$ cat config.mk
export PLATFORM = sky130hd
export DESIGN_NAME = audio_format_tick_scheduler
export DESIGN_NICKNAME = d
export VERILOG_FILES = /design/src/design/aft_pkg.sv /design/src/design/aft_cfg.sv /design/src/design/aft_div.sv /design/src/design/audio_format_tick_scheduler.sv
export SDC_FILE = /design/constraint.sdc
export NUM_CORES = 2
export LEC_CHECK = 0
export ABC_AREA = 1
export ABC_CLOCK_PERIOD_IN_PS = 12700
export BUFFER_PORTS_ARGS = -buffer_cell sky130_fd_sc_hd__buf_2
export CAP_MARGIN = 20
export CORE_MARGIN = 1
export CORE_UTILIZATION = 50
export CTS_BUF_LIST = sky130_fd_sc_hd__clkbuf_2 sky130_fd_sc_hd__clkbuf_4 sky130_fd_sc_hd__clkbuf_8
export DETAILED_ROUTE_END_ITERATION = 16
export GPL_ROUTABILITY_DRIVEN = 0
export GPL_TIMING_DRIVEN = 0
export PLACE_DENSITY = 0.66
export SYNTH_ARGS = -nofsm -noshare
export SYNTH_HDL_FRONTEND = slang
export SYNTH_SLANG_ARGS = --single-unit
export TNS_END_PERCENT = 10
$ cat constraint.sdc
create_clock -name clk -period 12.7 [get_ports clk]
set_clock_uncertainty 0.15 [all_clocks]
set_input_delay 3.175 -clock clk [delete_from_list [all_inputs] [get_ports clk]]
set_output_delay 3.175 -clock clk [all_outputs]
set_load 0.02 [all_outputs]
$ cat src/design/aft_pkg.sv
// Package of the audio format tick scheduler: widths, codes and the state type.
// Used by every module of the block; depends on nothing.
package aft_pkg;

    localparam int NUM_SLOTS       = 8;
    localparam int SLOT_W          = 3;
    localparam int MAX_SUBSCRIBERS = 255;
    localparam int COUNT_W         = 8;
    localparam int RATE_W          = 20;
    localparam int CHAN_W          = 8;
    localparam int BITS_W          = 8;
    localparam int PERIOD_W        = 46;
    localparam int TIME_W          = 64;
    localparam int CHUNK_W         = 16;
    localparam int TICKR_W         = 30;
    localparam int BPS_A_W         = 13;
    localparam int BPS_W           = 33;
    localparam int DIV_CNT_W       = 6;

    // Operation codes of an input item.
    localparam logic [1:0] OP_REGISTER   = 2'd0;
    localparam logic [1:0] OP_UNREGISTER = 2'd1;
    localparam logic [1:0] OP_TICK       = 2'd2;

    // Kinds of result items.
    localparam logic [1:0] KIND_REG   = 2'd0;
    localparam logic [1:0] KIND_UNREG = 2'd1;
    localparam logic [1:0] KIND_FIRE  = 2'd2;

    // Status codes.
    localparam logic [2:0] ST_OK        = 3'd0;
    localparam logic [2:0] ST_BAD_RATE  = 3'd1;
    localparam logic [2:0] ST_BAD_CHAN  = 3'd2;
    localparam logic [2:0] ST_BAD_DEPTH = 3'd3;
    localparam logic [2:0] ST_FULL      = 3'd4;
    localparam logic [2:0] ST_EMPTY     = 3'd5;
    localparam logic [2:0] ST_SATURATED = 3'd6;

    // Configuration register indexes.
    localparam logic REG_CHUNK_BYTES = 1'b0;
    localparam logic REG_TICK_RATE   = 1'b1;

    localparam logic [CHUNK_W-1:0] CHUNK_RESET = 16'd1152;
    localparam logic [TICKR_W-1:0] TICKR_RESET = 30'd1000000000;

    typedef enum logic [9:0] {
        S_IDLE      = 10'b0000000001,
        S_REG_SCAN  = 10'b0000000010,
        S_MUL_A     = 10'b0000000100,
        S_MUL_B     = 10'b0000001000,
        S_DIV_GO    = 10'b0000010000,
        S_DIV       = 10'b0000100000,
        S_ALLOC     = 10'b0001000000,
        S_TICK_SCAN = 10'b0010000000,
        S_CATCHUP   = 10'b0100000000,
        S_FLUSH     = 10'b1000000000
    } seq_state_t;

endpackage

$ cat src/design/aft_cfg.sv
// Configuration registers of the audio format tick scheduler behind an APB-style port.
// Depends on aft_pkg.
module aft_cfg (
    input  logic                          clk,
    input  logic                          rst_n,
    input  logic                          psel,
    input  logic                          penable,
    input  logic                          pwrite,
    input  logic [2:0]                    paddr,
    input  logic [31:0]                   pwdata,
    output logic [31:0]                   prdata,
    output logic                          pready,
    output logic [aft_pkg::CHUNK_W-1:0]   chunk_bytes,
    output logic [aft_pkg::TICKR_W-1:0]   tick_rate
);

    logic [aft_pkg::CHUNK_W-1:0] chunk_reg;
    logic [aft_pkg::TICKR_W-1:0] tickr_reg;
    logic                        wr_en;

    assign pready = 1'b1;
    assign wr_en  = psel && penable && pwrite;

    // Register writes complete in the access cycle.
    always_ff @(posedge clk or negedge rst_n)
    begin
        if (!rst_n)
        begin
            chunk_reg <= aft_pkg::CHUNK_RESET;
            tickr_reg <= aft_pkg::TICKR_RESET;
        end
        else if (wr_en)
        begin
            if (paddr[2] == aft_pkg::REG_CHUNK_BYTES)
            begin
                chunk_reg <= pwdata[aft_pkg::CHUNK_W-1:0];
            end
            else
            begin
                tickr_reg <= pwdata[aft_pkg::TICKR_W-1:0];
            end
        end
    end

    // Read data follows the address.
    always_comb
    begin
        if (paddr[2] == aft_pkg::REG_CHUNK_BYTES)
        begin
            prdata = {16'd0, chunk_reg};
        end
        else
        begin
            prdata = {2'd0, tickr_reg};
        end
    end

    assign chunk_bytes = chunk_reg;
    assign tick_rate   = tickr_reg;

endmodule

$ cat src/design/aft_div.sv
// Restoring divider, one quotient bit per cycle, for the period computation.
// Depends on aft_pkg.
module aft_div (
    input  logic                           clk,
    input  logic                           rst_n,
    input  logic                           start,
    input  logic [aft_pkg::PERIOD_W-1:0]   dividend,
    input  logic [aft_pkg::BPS_W-1:0]      divisor,
    output logic                           done,
    output logic [aft_pkg::PERIOD_W-1:0]   quotient
);

    logic [aft_pkg::BPS_W-1:0]     rem_reg;
    logic [aft_pkg::BPS_W-1:0]     rem_next;
    logic [aft_pkg::PERIOD_W-1:0]  quo_reg;
    logic [aft_pkg::PERIOD_W-1:0]  quo_next;
    logic [aft_pkg::BPS_W-1:0]     dvs_reg;
    logic [aft_pkg::DIV_CNT_W-1:0] cnt_reg;
    logic [aft_pkg::DIV_CNT_W-1:0] cnt_next;
    logic                          run_reg;
    logic                          run_next;
    logic                          done_next;
    logic [aft_pkg::BPS_W:0]       shifted;
    logic [aft_pkg::BPS_W:0]       diff;

    // One shift-subtract step per cycle.
    always_comb
    begin
        shifted   = {rem_reg, quo_reg[aft_pkg::PERIOD_W-1]};
        diff      = shifted - {1'b0, dvs_reg};
        rem_next  = rem_reg;
        quo_next  = quo_reg;
        cnt_next  = cnt_reg;
        run_next  = run_reg;
        done_next = 1'b0;
        if (run_reg)
        begin
            if (!diff[aft_pkg::BPS_W])
            begin
                rem_next = diff[aft_pkg::BPS_W-1:0];
                quo_next = {quo_reg[aft_pkg::PERIOD_W-2:0], 1'b1};
            end
            else
            begin
                rem_next = shifted[aft_pkg::BPS_W-1:0];
                quo_next = {quo_reg[aft_pkg::PERIOD_W-2:0], 1'b0};
            end
            cnt_next = cnt_reg - 1'b1;
            if (cnt_reg == aft_pkg::DIV_CNT_W'(1))
            begin
                run_next  = 1'b0;
                done_next = 1'b1;
            end
        end
    end

    always_ff @(posedge clk or negedge rst_n)
    begin
        if (!rst_n)
        begin
            run_reg <= 1'b0;
            done    <= 1'b0;
            cnt_reg <= '0;
        end
        else
        begin
            done <= done_next;
            if (start)
            begin
                run_reg <= 1'b1;
                cnt_reg <= aft_pkg::DIV_CNT_W'(aft_pkg::PERIOD_W);
            end
            else
            begin
                run_reg <= run_next;
                cnt_reg <= cnt_next;
            end
        end
    end

    // Datapath registers carry no reset.
    always_ff @(posedge clk)
    begin
        if (start)
        begin
            rem_reg <= '0;
            quo_reg <= dividend;
            dvs_reg <= divisor;
        end
        else
        begin
            rem_reg <= rem_next;
            quo_reg <= quo_next;
        end
    end

    assign quotient = quo_reg;

endmodule

$ cat src/design/audio_format_tick_scheduler.sv
// Top level of the audio format tick scheduler: sequencer, slot table and output register.
// Depends on aft_pkg, aft_cfg and aft_div.
//
// Usage: an item (operation and its fields) is accepted at a rising edge with start high
// and busy low. Results appear on kind, status, slot_index, subscribers, period_ticks and
// last for one cycle each, marked by result_valid; the receiver cannot stall, so every
// result is taken in that cycle. last marks the final result of an item.
// Errors and unregister items finish in the accept cycle and their result shows in the
// next cycle; ignored operations give no result; busy stays low for all of these. A
// register item scans the slots one per cycle and stops at a matching slot; if none
// matches, it reports the table full or opens a new slot through the multiply states
// S_MUL_A and S_MUL_B, a divider start, the divider run and a table write. A tick scans
// the slots one per cycle through the shared 64-bit adder, but a slot whose deadline is
// not yet past now after one period adds catch-up steps; a flush step ends the tick.
// Each result shows in the cycle after the one that produced it.
// Reset: all slots free, time zero, configuration at its reset values. The slot table
// needs no clearing pass; the block accepts items right after reset. The user must
// write configuration via the APB-style port only while idle; the block does not check.
module audio_format_tick_scheduler (
    input  logic                           clk,
    input  logic                           rst_n,
    input  logic                           psel,
    input  logic                           penable,
    input  logic                           pwrite,
    input  logic [2:0]                     paddr,
    input  logic [31:0]                    pwdata,
    output logic [31:0]                    prdata,
    output logic                           pready,
    input  logic                           start,
    output logic                           busy,
    input  logic [1:0]                     operation,
    input  logic [aft_pkg::RATE_W-1:0]     frame_rate,
    input  logic [aft_pkg::CHAN_W-1:0]     channel_count,
    input  logic [aft_pkg::BITS_W-1:0]     sample_bits,
    input  logic [aft_pkg::SLOT_W-1:0]     slot,
    output logic                           result_valid,
    output logic [1:0]                     kind,
    output logic [2:0]                     status,
    output logic [aft_pkg::SLOT_W-1:0]     slot_index,
    output logic [aft_pkg::COUNT_W-1:0]    subscribers,
    output logic [aft_pkg::PERIOD_W-1:0]   period_ticks,
    output logic                           last
);

    localparam int SW = aft_pkg::SLOT_W;
    localparam int PW = aft_pkg::PERIOD_W;
    localparam int TW = aft_pkg::TIME_W;
    localparam int CW = aft_pkg::COUNT_W;

    logic [aft_pkg::CHUNK_W-1:0] chunk_bytes;
    logic [aft_pkg::TICKR_W-1:0] tick_rate;

    aft_cfg u_cfg (
        .clk         (clk),
        .rst_n       (rst_n),
        .psel        (psel),
        .penable     (penable),
        .pwrite      (pwrite),
        .paddr       (paddr),
        .pwdata      (pwdata),
        .prdata      (prdata),
        .pready      (pready),
        .chunk_bytes (chunk_bytes),
        .tick_rate   (tick_rate)
    );

    // Slot table.
    logic [aft_pkg::NUM_SLOTS-1:0]  used_reg;
    logic [CW-1:0]                  count_reg [aft_pkg::NUM_SLOTS];
    logic [aft_pkg::RATE_W-1:0]     rate_tbl  [aft_pkg::NUM_SLOTS];
    logic [aft_pkg::CHAN_W-1:0]     chan_tbl  [aft_pkg::NUM_SLOTS];
    logic [aft_pkg::BITS_W-1:0]     bits_tbl  [aft_pkg::NUM_SLOTS];
    logic [PW-1:0]                  per_tbl   [aft_pkg::NUM_SLOTS];
    logic [TW-1:0]                  dl_tbl    [aft_pkg::NUM_SLOTS];

    // Sequencer state.
    aft_pkg::seq_state_t state_reg, state_next;
    logic [TW-1:0]                  now_reg, now_next;
    logic [SW-1:0]                  idx_reg, idx_next;
    logic [SW-1:0]                  free_reg, free_next;
    logic                           free_ok_reg, free_ok_next;
    logic [aft_pkg::RATE_W-1:0]     rate_reg;
    logic [aft_pkg::CHAN_W-1:0]     chan_reg;
    logic [aft_pkg::BITS_W-1:0]     bits_reg;
    logic [aft_pkg::BPS_A_W-1:0]    prod_a_reg;
    logic [aft_pkg::BPS_W-1:0]      bps_reg;
    logic [PW-1:0]                  num_reg;

    // Pending fired result, held until it is known whether it is the last.
    logic                           pend_reg, pend_next;
    logic [SW-1:0]                  pslot_reg, pslot_next;
    logic [CW-1:0]                  psubs_reg, psubs_next;
    logic [PW-1:0]                  pper_reg, pper_next;

    // Output register.
    logic                           rv_next;
    logic [1:0]                     kind_next;
    logic [2:0]                     status_next;
    logic [SW-1:0]                  sidx_next;
    logic [CW-1:0]                  subs_next;
    logic [PW-1:0]                  per_next;
    logic                           last_next;

    // Table write controls.
    logic                           alloc_we;
    logic                           dl_we;
    logic                           cnt_we;
    logic                           used_clr;
    logic [SW-1:0]                  wr_idx;
    logic [CW-1:0]                  cnt_wdata;

    // Read port and shared adder.
    logic [SW-1:0]                  rd_idx;
    logic                           rd_used;
    logic [CW-1:0]                  rd_count;
    logic [PW-1:0]                  rd_per;
    logic [TW-1:0]                  rd_dl;
    logic                           rd_match;
    logic [TW-1:0]                  add_a;
    logic [TW-1:0]                  add_b;
    logic [TW-1:0]                  sum;
    logic                           sum_past;
    logic [PW-1:0]                  new_per;
    logic                           last_slot;

    logic                           div_start;
    logic                           div_done;
    logic [PW-1:0]                  div_q;

    aft_div u_div (
        .clk      (clk),
        .rst_n    (rst_n),
        .start    (div_start),
        .dividend (num_reg),
        .divisor  (bps_reg),
        .done     (div_done),
        .quotient (div_q)
    );

    assign busy      = (state_reg != aft_pkg::S_IDLE);
    assign div_start = (state_reg == aft_pkg::S_DIV_GO);
    assign last_slot = (idx_reg == SW'(aft_pkg::NUM_SLOTS - 1));

    // Single read port of the table.
    assign rd_idx   = (state_reg == aft_pkg::S_IDLE) ? slot : idx_reg;
    assign rd_used  = used_reg[rd_idx];
    assign rd_count = count_reg[rd_idx];
    assign rd_per   = per_tbl[rd_idx];
    assign rd_dl    = dl_tbl[rd_idx];
    assign rd_match = rd_used && (rate_tbl[rd_idx] == rate_reg)
                      && (chan_tbl[rd_idx] == chan_reg) && (bits_tbl[rd_idx] == bits_reg);

    // A quotient of zero or one gives a period of one.
    assign new_per = (div_q <= PW'(1)) ? PW'(1) : div_q;

    // Shared 64-bit adder: deadline plus period, or time plus new period.
    always_comb
    begin
        if (state_reg == aft_pkg::S_ALLOC)
        begin
            add_a = now_reg;
            add_b = {{(TW-PW){1'b0}}, new_per};
        end
        else
        begin
            add_a = rd_dl;
            add_b = {{(TW-PW){1'b0}}, rd_per};
        end
    end
    assign sum      = add_a + add_b;
    assign sum_past = (sum > now_reg);

    // Sequencer.
    always_comb
    begin
        state_next   = state_reg;
        now_next     = now_reg;
        idx_next     = idx_reg;
        free_next    = free_reg;
        free_ok_next = free_ok_reg;
        pend_next    = pend_reg;
        pslot_next   = pslot_reg;
        psubs_next   = psubs_reg;
        pper_next    = pper_reg;
        rv_next      = 1'b0;
        kind_next    = kind;
        status_next  = status;
        sidx_next    = slot_index;
        subs_next    = subscribers;
        per_next     = period_ticks;
        last_next    = last;
        alloc_we     = 1'b0;
        dl_we        = 1'b0;
        cnt_we       = 1'b0;
        used_clr     = 1'b0;
        wr_idx       = idx_reg;
        cnt_wdata    = rd_count;

        case (state_reg)
            aft_pkg::S_IDLE:
            begin
                if (start)
                begin
                    case (operation)
                        aft_pkg::OP_REGISTER:
                        begin
                            // Validate the format before scanning.
                            kind_next   = aft_pkg::KIND_REG;
                            sidx_next   = '0;
                            subs_next   = '0;
                            per_next    = '0;
                            last_next   = 1'b1;
                            if (frame_rate == '0)
                            begin
                                rv_next     = 1'b1;
                                status_next = aft_pkg::ST_BAD_RATE;
                            end
                            else if (channel_count == '0)
                            begin
                                rv_next     = 1'b1;
                                status_next = aft_pkg::ST_BAD_CHAN;
                            end
                            else if (sample_bits == '0 || sample_bits[2:0] != 3'd0)
                            begin
                                rv_next     = 1'b1;
                                status_next = aft_pkg::ST_BAD_DEPTH;
                            end
                            else
                            begin
                                idx_next     = '0;
                                free_ok_next = 1'b0;
                                state_next   = aft_pkg::S_REG_SCAN;
                            end
                        end
                        aft_pkg::OP_UNREGISTER:
                        begin
                            rv_next   = 1'b1;
                            kind_next = aft_pkg::KIND_UNREG;
                            sidx_next = slot;
                            last_next = 1'b1;
                            wr_idx    = slot;
                            if (!rd_used)
                            begin
                                status_next = aft_pkg::ST_EMPTY;
                                subs_next   = '0;
                                per_next    = '0;
                            end
                            else
                            begin
                                cnt_wdata   = (rd_count != '0) ? rd_count - 1'b1 : rd_count;
                                cnt_we      = 1'b1;
                                used_clr    = (cnt_wdata == '0);
                                status_next = aft_pkg::ST_OK;
                                subs_next   = cnt_wdata;
                                per_next    = rd_per;
                            end
                        end
                        aft_pkg::OP_TICK:
                        begin
                            now_next   = now_reg + TW'(1);
                            idx_next   = '0;
                            pend_next  = 1'b0;
                            state_next = aft_pkg::S_TICK_SCAN;
                        end
                        default:
                        begin
                            state_next = aft_pkg::S_IDLE;
                        end
                    endcase
                end
            end

            aft_pkg::S_REG_SCAN:
            begin
                kind_next = aft_pkg::KIND_REG;
                last_next = 1'b1;
                if (rd_match)
                begin
                    // Join the slot that already has this format, or report it saturated.
                    rv_next    = 1'b1;
                    sidx_next  = idx_reg;
                    state_next = aft_pkg::S_IDLE;
                    if (32'(rd_count) >= aft_pkg::MAX_SUBSCRIBERS)
                    begin
                        status_next = aft_pkg::ST_SATURATED;
                        subs_next   = rd_count;
                        per_next    = '0;
                    end
                    else
                    begin
                        cnt_wdata   = rd_count + 1'b1;
                        cnt_we      = 1'b1;
                        status_next = aft_pkg::ST_OK;
                        subs_next   = cnt_wdata;
                        per_next    = rd_per;
                    end
                end
                else
                begin
                    if (!rd_used && !free_ok_reg)
                    begin
                        free_next    = idx_reg;
                        free_ok_next = 1'b1;
                    end
                    if (last_slot)
                    begin
                        if (!free_ok_next)
                        begin
                            rv_next     = 1'b1;
                            status_next = aft_pkg::ST_FULL;
                            sidx_next   = '0;
                            subs_next   = '0;
                            per_next    = '0;
                            state_next  = aft_pkg::S_IDLE;
                        end
                        else
                        begin
                            state_next = aft_pkg::S_MUL_A;
                        end
                    end
                    else
                    begin
                        idx_next = idx_reg + 1'b1;
                    end
                end
            end

            aft_pkg::S_MUL_A:
            begin
                state_next = aft_pkg::S_MUL_B;
            end

            aft_pkg::S_MUL_B:
            begin
                state_next = aft_pkg::S_DIV_GO;
            end

            aft_pkg::S_DIV_GO:
            begin
                state_next = aft_pkg::S_DIV;
            end

            aft_pkg::S_DIV:
            begin
                if (div_done)
                begin
                    state_next = aft_pkg::S_ALLOC;
                end
            end

            aft_pkg::S_ALLOC:
            begin
                // Open the new slot with its first deadline.
                wr_idx      = free_reg;
                alloc_we    = 1'b1;
                rv_next     = 1'b1;
                kind_next   = aft_pkg::KIND_REG;
                status_next = aft_pkg::ST_OK;
                sidx_next   = free_reg;
                subs_next   = CW'(1);
                per_next    = new_per;
                last_next   = 1'b1;
                state_next  = aft_pkg::S_IDLE;
            end

            aft_pkg::S_TICK_SCAN:
            begin
                if (rd_used && (rd_dl <= now_reg))
                begin
                    // Release the previous fired slot, hold this one.
                    if (pend_reg)
                    begin
                        rv_next     = 1'b1;
                        kind_next   = aft_pkg::KIND_FIRE;
                        status_next = aft_pkg::ST_OK;
                        sidx_next   = pslot_reg;
                        subs_next   = psubs_reg;
                        per_next    = pper_reg;
                        last_next   = 1'b0;
                    end
                    pend_next  = 1'b1;
                    pslot_next = idx_reg;
                    psubs_next = rd_count;
                    pper_next  = rd_per;
                    dl_we      = 1'b1;
                    if (!sum_past)
                    begin
                        state_next = aft_pkg::S_CATCHUP;
                    end
                    else if (last_slot)
                    begin
                        state_next = aft_pkg::S_FLUSH;
                    end
                    else
                    begin
                        idx_next = idx_reg + 1'b1;
                    end
                end
                else if (last_slot)
                begin
                    state_next = aft_pkg::S_FLUSH;
                end
                else
                begin
                    idx_next = idx_reg + 1'b1;
                end
            end

            aft_pkg::S_CATCHUP:
            begin
                // Keep adding the period until the deadline is past now.
                dl_we = 1'b1;
                if (sum_past)
                begin
                    if (last_slot)
                    begin
                        state_next = aft_pkg::S_FLUSH;
                    end
                    else
                    begin
                        idx_next   = idx_reg + 1'b1;
                        state_next = aft_pkg::S_TICK_SCAN;
                    end
                end
            end

            aft_pkg::S_FLUSH:
            begin
                if (pend_reg)
                begin
                    rv_next     = 1'b1;
                    kind_next   = aft_pkg::KIND_FIRE;
                    status_next = aft_pkg::ST_OK;
                    sidx_next   = pslot_reg;
                    subs_next   = psubs_reg;
                    per_next    = pper_reg;
                    last_next   = 1'b1;
                end
                pend_next  = 1'b0;
                state_next = aft_pkg::S_IDLE;
            end

            default:
            begin
                state_next = aft_pkg::S_IDLE;
            end
        endcase
    end

    // Control registers.
    always_ff @(posedge clk or negedge rst_n)
    begin
        if (!rst_n)
        begin
            state_reg    <= aft_pkg::S_IDLE;
            now_reg      <= '0;
            idx_reg      <= '0;
            free_reg     <= '0;
            free_ok_reg  <= 1'b0;
            pend_reg     <= 1'b0;
            result_valid <= 1'b0;
            used_reg     <= '0;
            for (int i = 0; i < aft_pkg::NUM_SLOTS; i++)
            begin
                count_reg[i] <= '0;
            end
        end
        else
        begin
            state_reg    <= state_next;
            now_reg      <= now_next;
            idx_reg      <= idx_next;
            free_reg     <= free_next;
            free_ok_reg  <= free_ok_next;
            pend_reg     <= pend_next;
            result_valid <= rv_next;
            if (alloc_we)
            begin
                used_reg[wr_idx]  <= 1'b1;
                count_reg[wr_idx] <= CW'(1);
            end
            else if (cnt_we)
            begin
                count_reg[wr_idx] <= cnt_wdata;
                if (used_clr)
                begin
                    used_reg[wr_idx] <= 1'b0;
                end
            end
        end
    end

    // Payload registers and slot fields.
    always_ff @(posedge clk)
    begin
        kind         <= kind_next;
        status       <= status_next;
        slot_index   <= sidx_next;
        subscribers  <= subs_next;
        period_ticks <= per_next;
        last         <= last_next;
        pslot_reg    <= pslot_next;
        psubs_reg    <= psubs_next;
        pper_reg     <= pper_next;
        if (state_reg == aft_pkg::S_IDLE)
        begin
            rate_reg <= frame_rate;
            chan_reg <= channel_count;
            bits_reg <= sample_bits;
        end
        // Bytes per second: two registered multiplies.
        if (state_reg == aft_pkg::S_MUL_A)
        begin
            prod_a_reg <= aft_pkg::BPS_A_W'(bits_reg[aft_pkg::BITS_W-1:3])
                          * aft_pkg::BPS_A_W'(chan_reg);
            num_reg    <= PW'(chunk_bytes) * PW'(tick_rate);
        end
        if (state_reg == aft_pkg::S_MUL_B)
        begin
            bps_reg <= aft_pkg::BPS_W'(prod_a_reg) * aft_pkg::BPS_W'(rate_reg);
        end
        if (alloc_we)
        begin
            rate_tbl[wr_idx] <= rate_reg;
            chan_tbl[wr_idx] <= chan_reg;
            bits_tbl[wr_idx] <= bits_reg;
            per_tbl[wr_idx]  <= new_per;
            dl_tbl[wr_idx]   <= sum;
        end
        else if (dl_we)
        begin
            dl_tbl[wr_idx] <= sum;
        end
    end

endmodule

# After elaboration in Yosys (flattened, before gate mapping)
# Memories as Yosys holds them, arrays and structs flattened.
# Cells that the tools add are included.
# op_classes
n_addsub	7
n_mul	3
div_mod_pow	0
magnitude_cmp	10
n_eq_ne	40
n_shift	0
muxes	161
n_bitwise	11
reduce_logical	43
# op_table
operator	n
2-to-1 mux 46 bit	12
2-to-1 mux 64 bit	4
case mux 46 bit (5 select lines)	1
2-to-1 mux 8 bit	19
2-to-1 mux 10 bit	12
case mux 46 bit (2 select lines)	1
2-to-1 mux 3 bit	29
case mux 10 bit (8 select lines)	1
adder 64 x 1 -> 64 bit, second input constant	1
adder 64 bit	1
bitwise mux 64 bit	1
> comparator 64 bit	1
less-or-equal comparator 64 bit	1
bitwise AND 56 bit	1
inverter 56 bit	1
2-to-1 mux 1 bit	50
less-or-equal comparator 46 x 1 -> 1 bit, second input constant	1
multiplier 16 x 30 -> 46 bit	1
case mux 8 bit (5 select lines)	1
subtractor 34 x 33 -> 34 bit	1
multiplier 13 x 20 -> 33 bit	1
2-to-1 mux 33 bit	1
case mux 8 bit (2 select lines)	2
2-to-1 mux 30 bit	1
other kinds (72)	130
# word_totals
regBits	569
latchBits	0
ramBits	1168
romBits	0
inputBits	82
out_inout_bits	98
elab_cells	319
n_memories	5
# mem_list
name	words	word_bits	rd	rd_clocked_by_memory_dff	write_ports	line	source
dl_tbl	8	64	1	0	1	audio_format_tick_scheduler.sv:74	logic [TW-1:0] dl_tbl [aft_pkg::NUM_SLOTS];
per_tbl	8	46	1	0	1	audio_format_tick_scheduler.sv:73	logic [PW-1:0] per_tbl [aft_pkg::NUM_SLOTS];
rate_tbl	8	20	1	0	1	audio_format_tick_scheduler.sv:70	logic [aft_pkg::RATE_W-1:0] rate_tbl [aft_pkg::NUM_SLOTS];
bits_tbl	8	8	1	0	1	audio_format_tick_scheduler.sv:72	logic [aft_pkg::BITS_W-1:0] bits_tbl [aft_pkg::NUM_SLOTS];
chan_tbl	8	8	1	0	1	audio_format_tick_scheduler.sv:71	logic [aft_pkg::CHAN_W-1:0] chan_tbl [aft_pkg::NUM_SLOTS];

# Depth between registers and ports, before layout
# depth
ltp_word	16
ltp_mapped	51
ltp_nobuf	43

# Cells and area by module
# A second synthesis with hierarchy kept.
# hier_totals
cells_unflattened	11182
area_unflattened_um2	105941.6
# by_module_without_submodules
mod	instances	cells_per_inst	area_per_inst_um2	seq_area_each_um2
audio_format_tick_scheduler	1	9776	95882.0	46400.8
aft_div	1	1117	7803.7	3233.1
aft_cfg	1	289	2255.9	1169.9

# Least setup slack after synthesis
# Ideal clock, no wire load.
# synth_timing
path_kind	input-to-reg
startpoint	in slot[0] (netlist name)
endpoint	reg period_ticks[0] (netlist name) (enable)
setup_ns	0.472
arrival_time_ns	9.240
required_ns	12.078
setup_slack_ns	2.837
cell_stages	33
n_path_buf	8
cell_sequence	inv_1 > nand2_2 > nand2_2 > buf_4 > buf_4 > buf_4 > buf_2 > buf_2 > buf_2 > buf_2 > clkbuf_1 > nand2_1 > nand3_1 > nand3_1 > nand2_1 > ha_1 > a21oi_1 > o21ai_0 > nand2_1 > o211ai_1 > nand2_1 > nand2_1 > o21ai_0 > o2111ai_1 > nand2_1 > nand2_1 > a21oi_1 > inv_1 > nand2_1 > nand4_1 > nor2_1 > nand2_1 > nor2_1
# synth_via
elab_chain_len	10
elab_cells_between_ends	24
classes_between	1 x order compare; 6 x eq/ne; 6 x mux; 7 x reduce/logical; 4 x memory
# synth_lines
element	line	source
start: declaration	audio_format_tick_scheduler.sv:35	input logic [aft_pkg::SLOT_W-1:0] slot,
2-to-1 mux 3 bit (*)	audio_format_tick_scheduler.sv:145	assign rd_idx = (state_reg == aft_pkg::S_IDLE) ? slot : idx_reg;
parallel branches: the longest is 8 deep, another holds memory read (8 x 64 bit)	-	
AND reduction 6 bit (no source line) (*)	-	
end signal: assignment	audio_format_tick_scheduler.sv:500	period_ticks <= per_next;
end: declaration	audio_format_tick_scheduler.sv:41	output logic [aft_pkg::PERIOD_W-1:0] period_ticks,
# Every way passes the cells marked *. The select of a mux whose other input is x is not followed.
# A chain may end at the register's enable or synchronous reset.

# Final worst setup path
# layout_timing
startpoint	in slot[0] (netlist name)
endpoint	reg state_reg[1]
# layout_via
elab_chain_len	8
elab_cells_between_ends	27
classes_between	1 x add/sub; 2 x order compare; 5 x eq/ne; 9 x mux; 5 x reduce/logical; 5 x memory
# layout_lines
element	line	source
2-to-1 mux 3 bit (*)	audio_format_tick_scheduler.sv:145	
memory read (8 x 46 bit) (*)	-	
named net rd_per[33]	audio_format_tick_scheduler.sv:116	logic [PW-1:0] rd_per;
2-to-1 mux 46 bit (*)	audio_format_tick_scheduler.sv:159	if (state_reg == aft_pkg::S_ALLOC)
adder 64 bit (*)	audio_format_tick_scheduler.sv:170	assign sum = add_a + add_b;
named net sum[53]	audio_format_tick_scheduler.sv:121	logic [TW-1:0] sum;
> comparator 64 bit (*)	audio_format_tick_scheduler.sv:171	assign sum_past = (sum > now_reg);
2-to-1 mux 10 bit	audio_format_tick_scheduler.sv:386	if (!sum_past)
2-to-1 mux 10 bit	audio_format_tick_scheduler.sv:368	if (rd_used && (rd_dl <= now_reg))
case mux 10 bit (8 select lines)	audio_format_tick_scheduler.sv:199	case (state_reg)
end signal: assignment	audio_format_tick_scheduler.sv:455	state_reg <= aft_pkg::S_IDLE;
end signal: assignment	audio_format_tick_scheduler.sv:470	state_reg <= state_next;
end: declaration	audio_format_tick_scheduler.sv:77	aft_pkg::seq_state_t state_reg, state_next;
# Mark *: on every way through the listed nets, which the timed path passes. The rest lies on a longest branch. The select of a mux whose other input is x is not followed.

==> metrics.txt <==
synth cell count leaders nand2_1 (2954), edfxtp_1 (1495), inv_1 (1433); critical path's top delay family simple AND/OR/NAND/NOR gates; Inserted Clock Buffers ~300; Critical Path Start Type input pin; Reg clk slew, reported paths about 0.06 ns; crit path max-delay cell type xor2_1; synth-to-layout area growth 11.4%; M1 GR Usage 40.0%; GRT overflow 0; r2r startpoint state_reg[0]; Max stage delay on crit path 0.75 ns; DP Wirelength 237000 um; htree depth 5; die area 210000 sq um; largest net degree at the start of global routing between 100 and 150; Max Freq 80.5 MHz; final net count 12481; vias per inst 5.67; Core ar. just over 200000 sq um; Buf+Inv Stages, Crit Path 11; multi-input logic area 45900 sq um; CTS Buffer Depth 4; Inst Count DP 13836; RSZ-0062 raised after global routing no; share of flip-flops with an asynchronous set or reset between 10% and 20%; vias in the first global route 80681; Data arrival, critical path 13.20 ns; GR Util All Layers 30.1%; Stages on worst setup path 41; DRT antenna net count 0; Mean Syn Cell Area 9.64 sq um; Yosys cell types 64; Top Registers dl_tbl: 512 flops, per_tbl: 368 flops, rate_tbl: 160 flops; Mapped Cells 10816; max cap viols 0; M3 GR Usage under 10%; grt peak-use layer met2; flop-to-flop setup slack 1.67 ns; First-pass DRT Iterations 8; R2R cell count 43; first-pass GRT wire length 479000 um; Most common cell on crit path nand2_1; CP Max Fanout 10; CTS tree built; fin cells 14375; Yosys reg bits around 1700; WL/cell 22.2 um; antenna violations before repair 10; r2r endpoint state_reg[1]; IO Pins 180; most frequent cell after synthesis nand2_1; die width between 400 and 500 um; HP Class reg -> reg; Post-Place Worst Slack -1.57 ns; WS Path Type in -> reg; Via Count 81465; post-synth top area share 43.0%; Root Buffer clkbuf_8; share of cells above drive strength 1 8.52%; Die Y around 460 um; DRT iter0 DRCs 8903; Biggest register dl_tbl; EDFF count, synth 1495; DRC errors left 0; met2 Track Usage GR 47.3%; worst skew pair latency 1.10 ns; Hold Violations, Final 0; Seq/Total Area, Yosys 48.7%; Initial Util 50.3%; Largest register FFs 512; total wire length 318000 um; fill count approximately 18000; min cycle time layout 12.43 ns; Post-Syn Area 104000 sq um; Yosys warning count 0; CP endpoint kind flop; synth top area cells edfxtp_1 (43%), fa_1 (12%), nand2_1 (11%), ha_1 (5.2%), inv_1 (5.2%); Row Count around 170; Final Cycle Share around 98%; Most used DFF post-synth edfxtp_1; Final setup viols 0; Port Buffers between 150 and 200; Required @ worst endpoint 13.47 ns; Setup TNS 0 ns; register area 50800 sq um; max_slew headroom 14.7%; cell accounting for the most synthesized area edfxtp_1; count of final max-slew check failures 0; outcome finished clean; start point of the critical path slot[0]; CP endpoint state_reg[1]; slack of the critical path ~0.27 ns; Worst-Margin Slew 1.27 ns; Sink Count 1737
-- worst register-to-register path: cells and delay by family, from the launching register on --
family | cells | cell delay [ns]
and+or+nand+nor | 23 | 4.27
buffers and inverters | 10 | 2.48
AOI/OAI and AO/OA | 7 | 2.13
xor gates and xnor gates | 1 | 0.75
adders and majority gates | 2 | 0.58
DFF | 1 | 0.56
-- routing by layer --
metal  vias up  wire [um]
met5         -         11
met3       862      33000
met4         2      17600
met2      4402     144000
met1     39470     124000
li1      36729          -
-- timing repair --
item / 4_1_cts / 5_1_grt
gates resized for setup: 2 / 27
pin swaps: 1 / 0
setup buffers: 1 / 0
setup endpoints to repair: 10 / 10
hold buffers: 0 / 0
-- cell type report --
type,count,share of cell area (%)
flip-flops and latches,1737,43.7
clock buffers,421,4.57
diodes,2,0.00431
multi-input cells,7093,39.5
plain buffers,530,1.98
inverters,1455,4.73
clock inverters,114,0.730
repair buffers,235,1.83
well taps,2788,3.00
-- how the worst min path moves through the flow --
stage	from	cells after the start	endpoint	slack, ns
5_1_grt	bps_reg[17]	0	u_div.dvs_reg[17]	0.26
3_5_place_dp	bps_reg[13]	0	u_div.dvs_reg[13]	0.25
4_1_cts	bps_reg[11]	0	u_div.dvs_reg[11]	0.25
2_1_floorplan	bps_reg[0]	0	u_div.dvs_reg[0]	0.25
6_report	bps_reg[17]	0	u_div.dvs_reg[17]	0.26
3_3_place_gp	bps_reg[19]	0	u_div.dvs_reg[19]	0.25
-- kinds of logic after synthesis --
logic type	Yosys count	synth area share [%]
adder cells (fa/ha/maj)	1039	16.8
other	2	0.00720
multiplexers	14	0.151
flip-flops	1737	48.7
AND/OR/NAND/NOR	4528	17.8
AO/OA/AOI/OAI	1270	7.01
buffers and inverters	1987	7.44
XOR/XNOR	239	2.01
-- cells in the final DEF (no fill, tap or decap), types with 59 or more instances in the layout --
| master | count |
|---|---|
| ha_1 | 431 |
| nor2_1 | 538 |
| nand4_1 | 72 |
| o211ai_1 | 61 |
| o22ai_1 | 109 |
| clkinv_1 | 59 |
| o21ai_0 | 557 |
| inv_1 | 1423 |
| nor3_1 | 75 |
| edfxtp_1 | 1495 |
| a21oi_1 | 269 |
| dfrtp_1 | 193 |
| xnor2_1 | 77 |
| clkbuf_8 | 343 |
| buf_2 | 257 |
| nand2_1 | 2954 |
| clkbuf_1 | 356 |
| clkbuf_4 | 80 |
| nand3_1 | 772 |
| xor2_1 | 158 |
| fa_1 | 608 |
-- metrics by stage --
step	hold slack, ns	cell area (sq um)	util [%]
floorplan	0.250	104000	-
global placement	0.253	109000	52.4
detailed placement	0.255	110000	53.1
CTS	0.254	116000	56.0
global route	0.260	116000	56.1
finish	0.256	116000	56.1
Power is left out: the tool's default activity adds up to more than one toggle a clock period on the data nets, which glitch-free logic cannot reach.
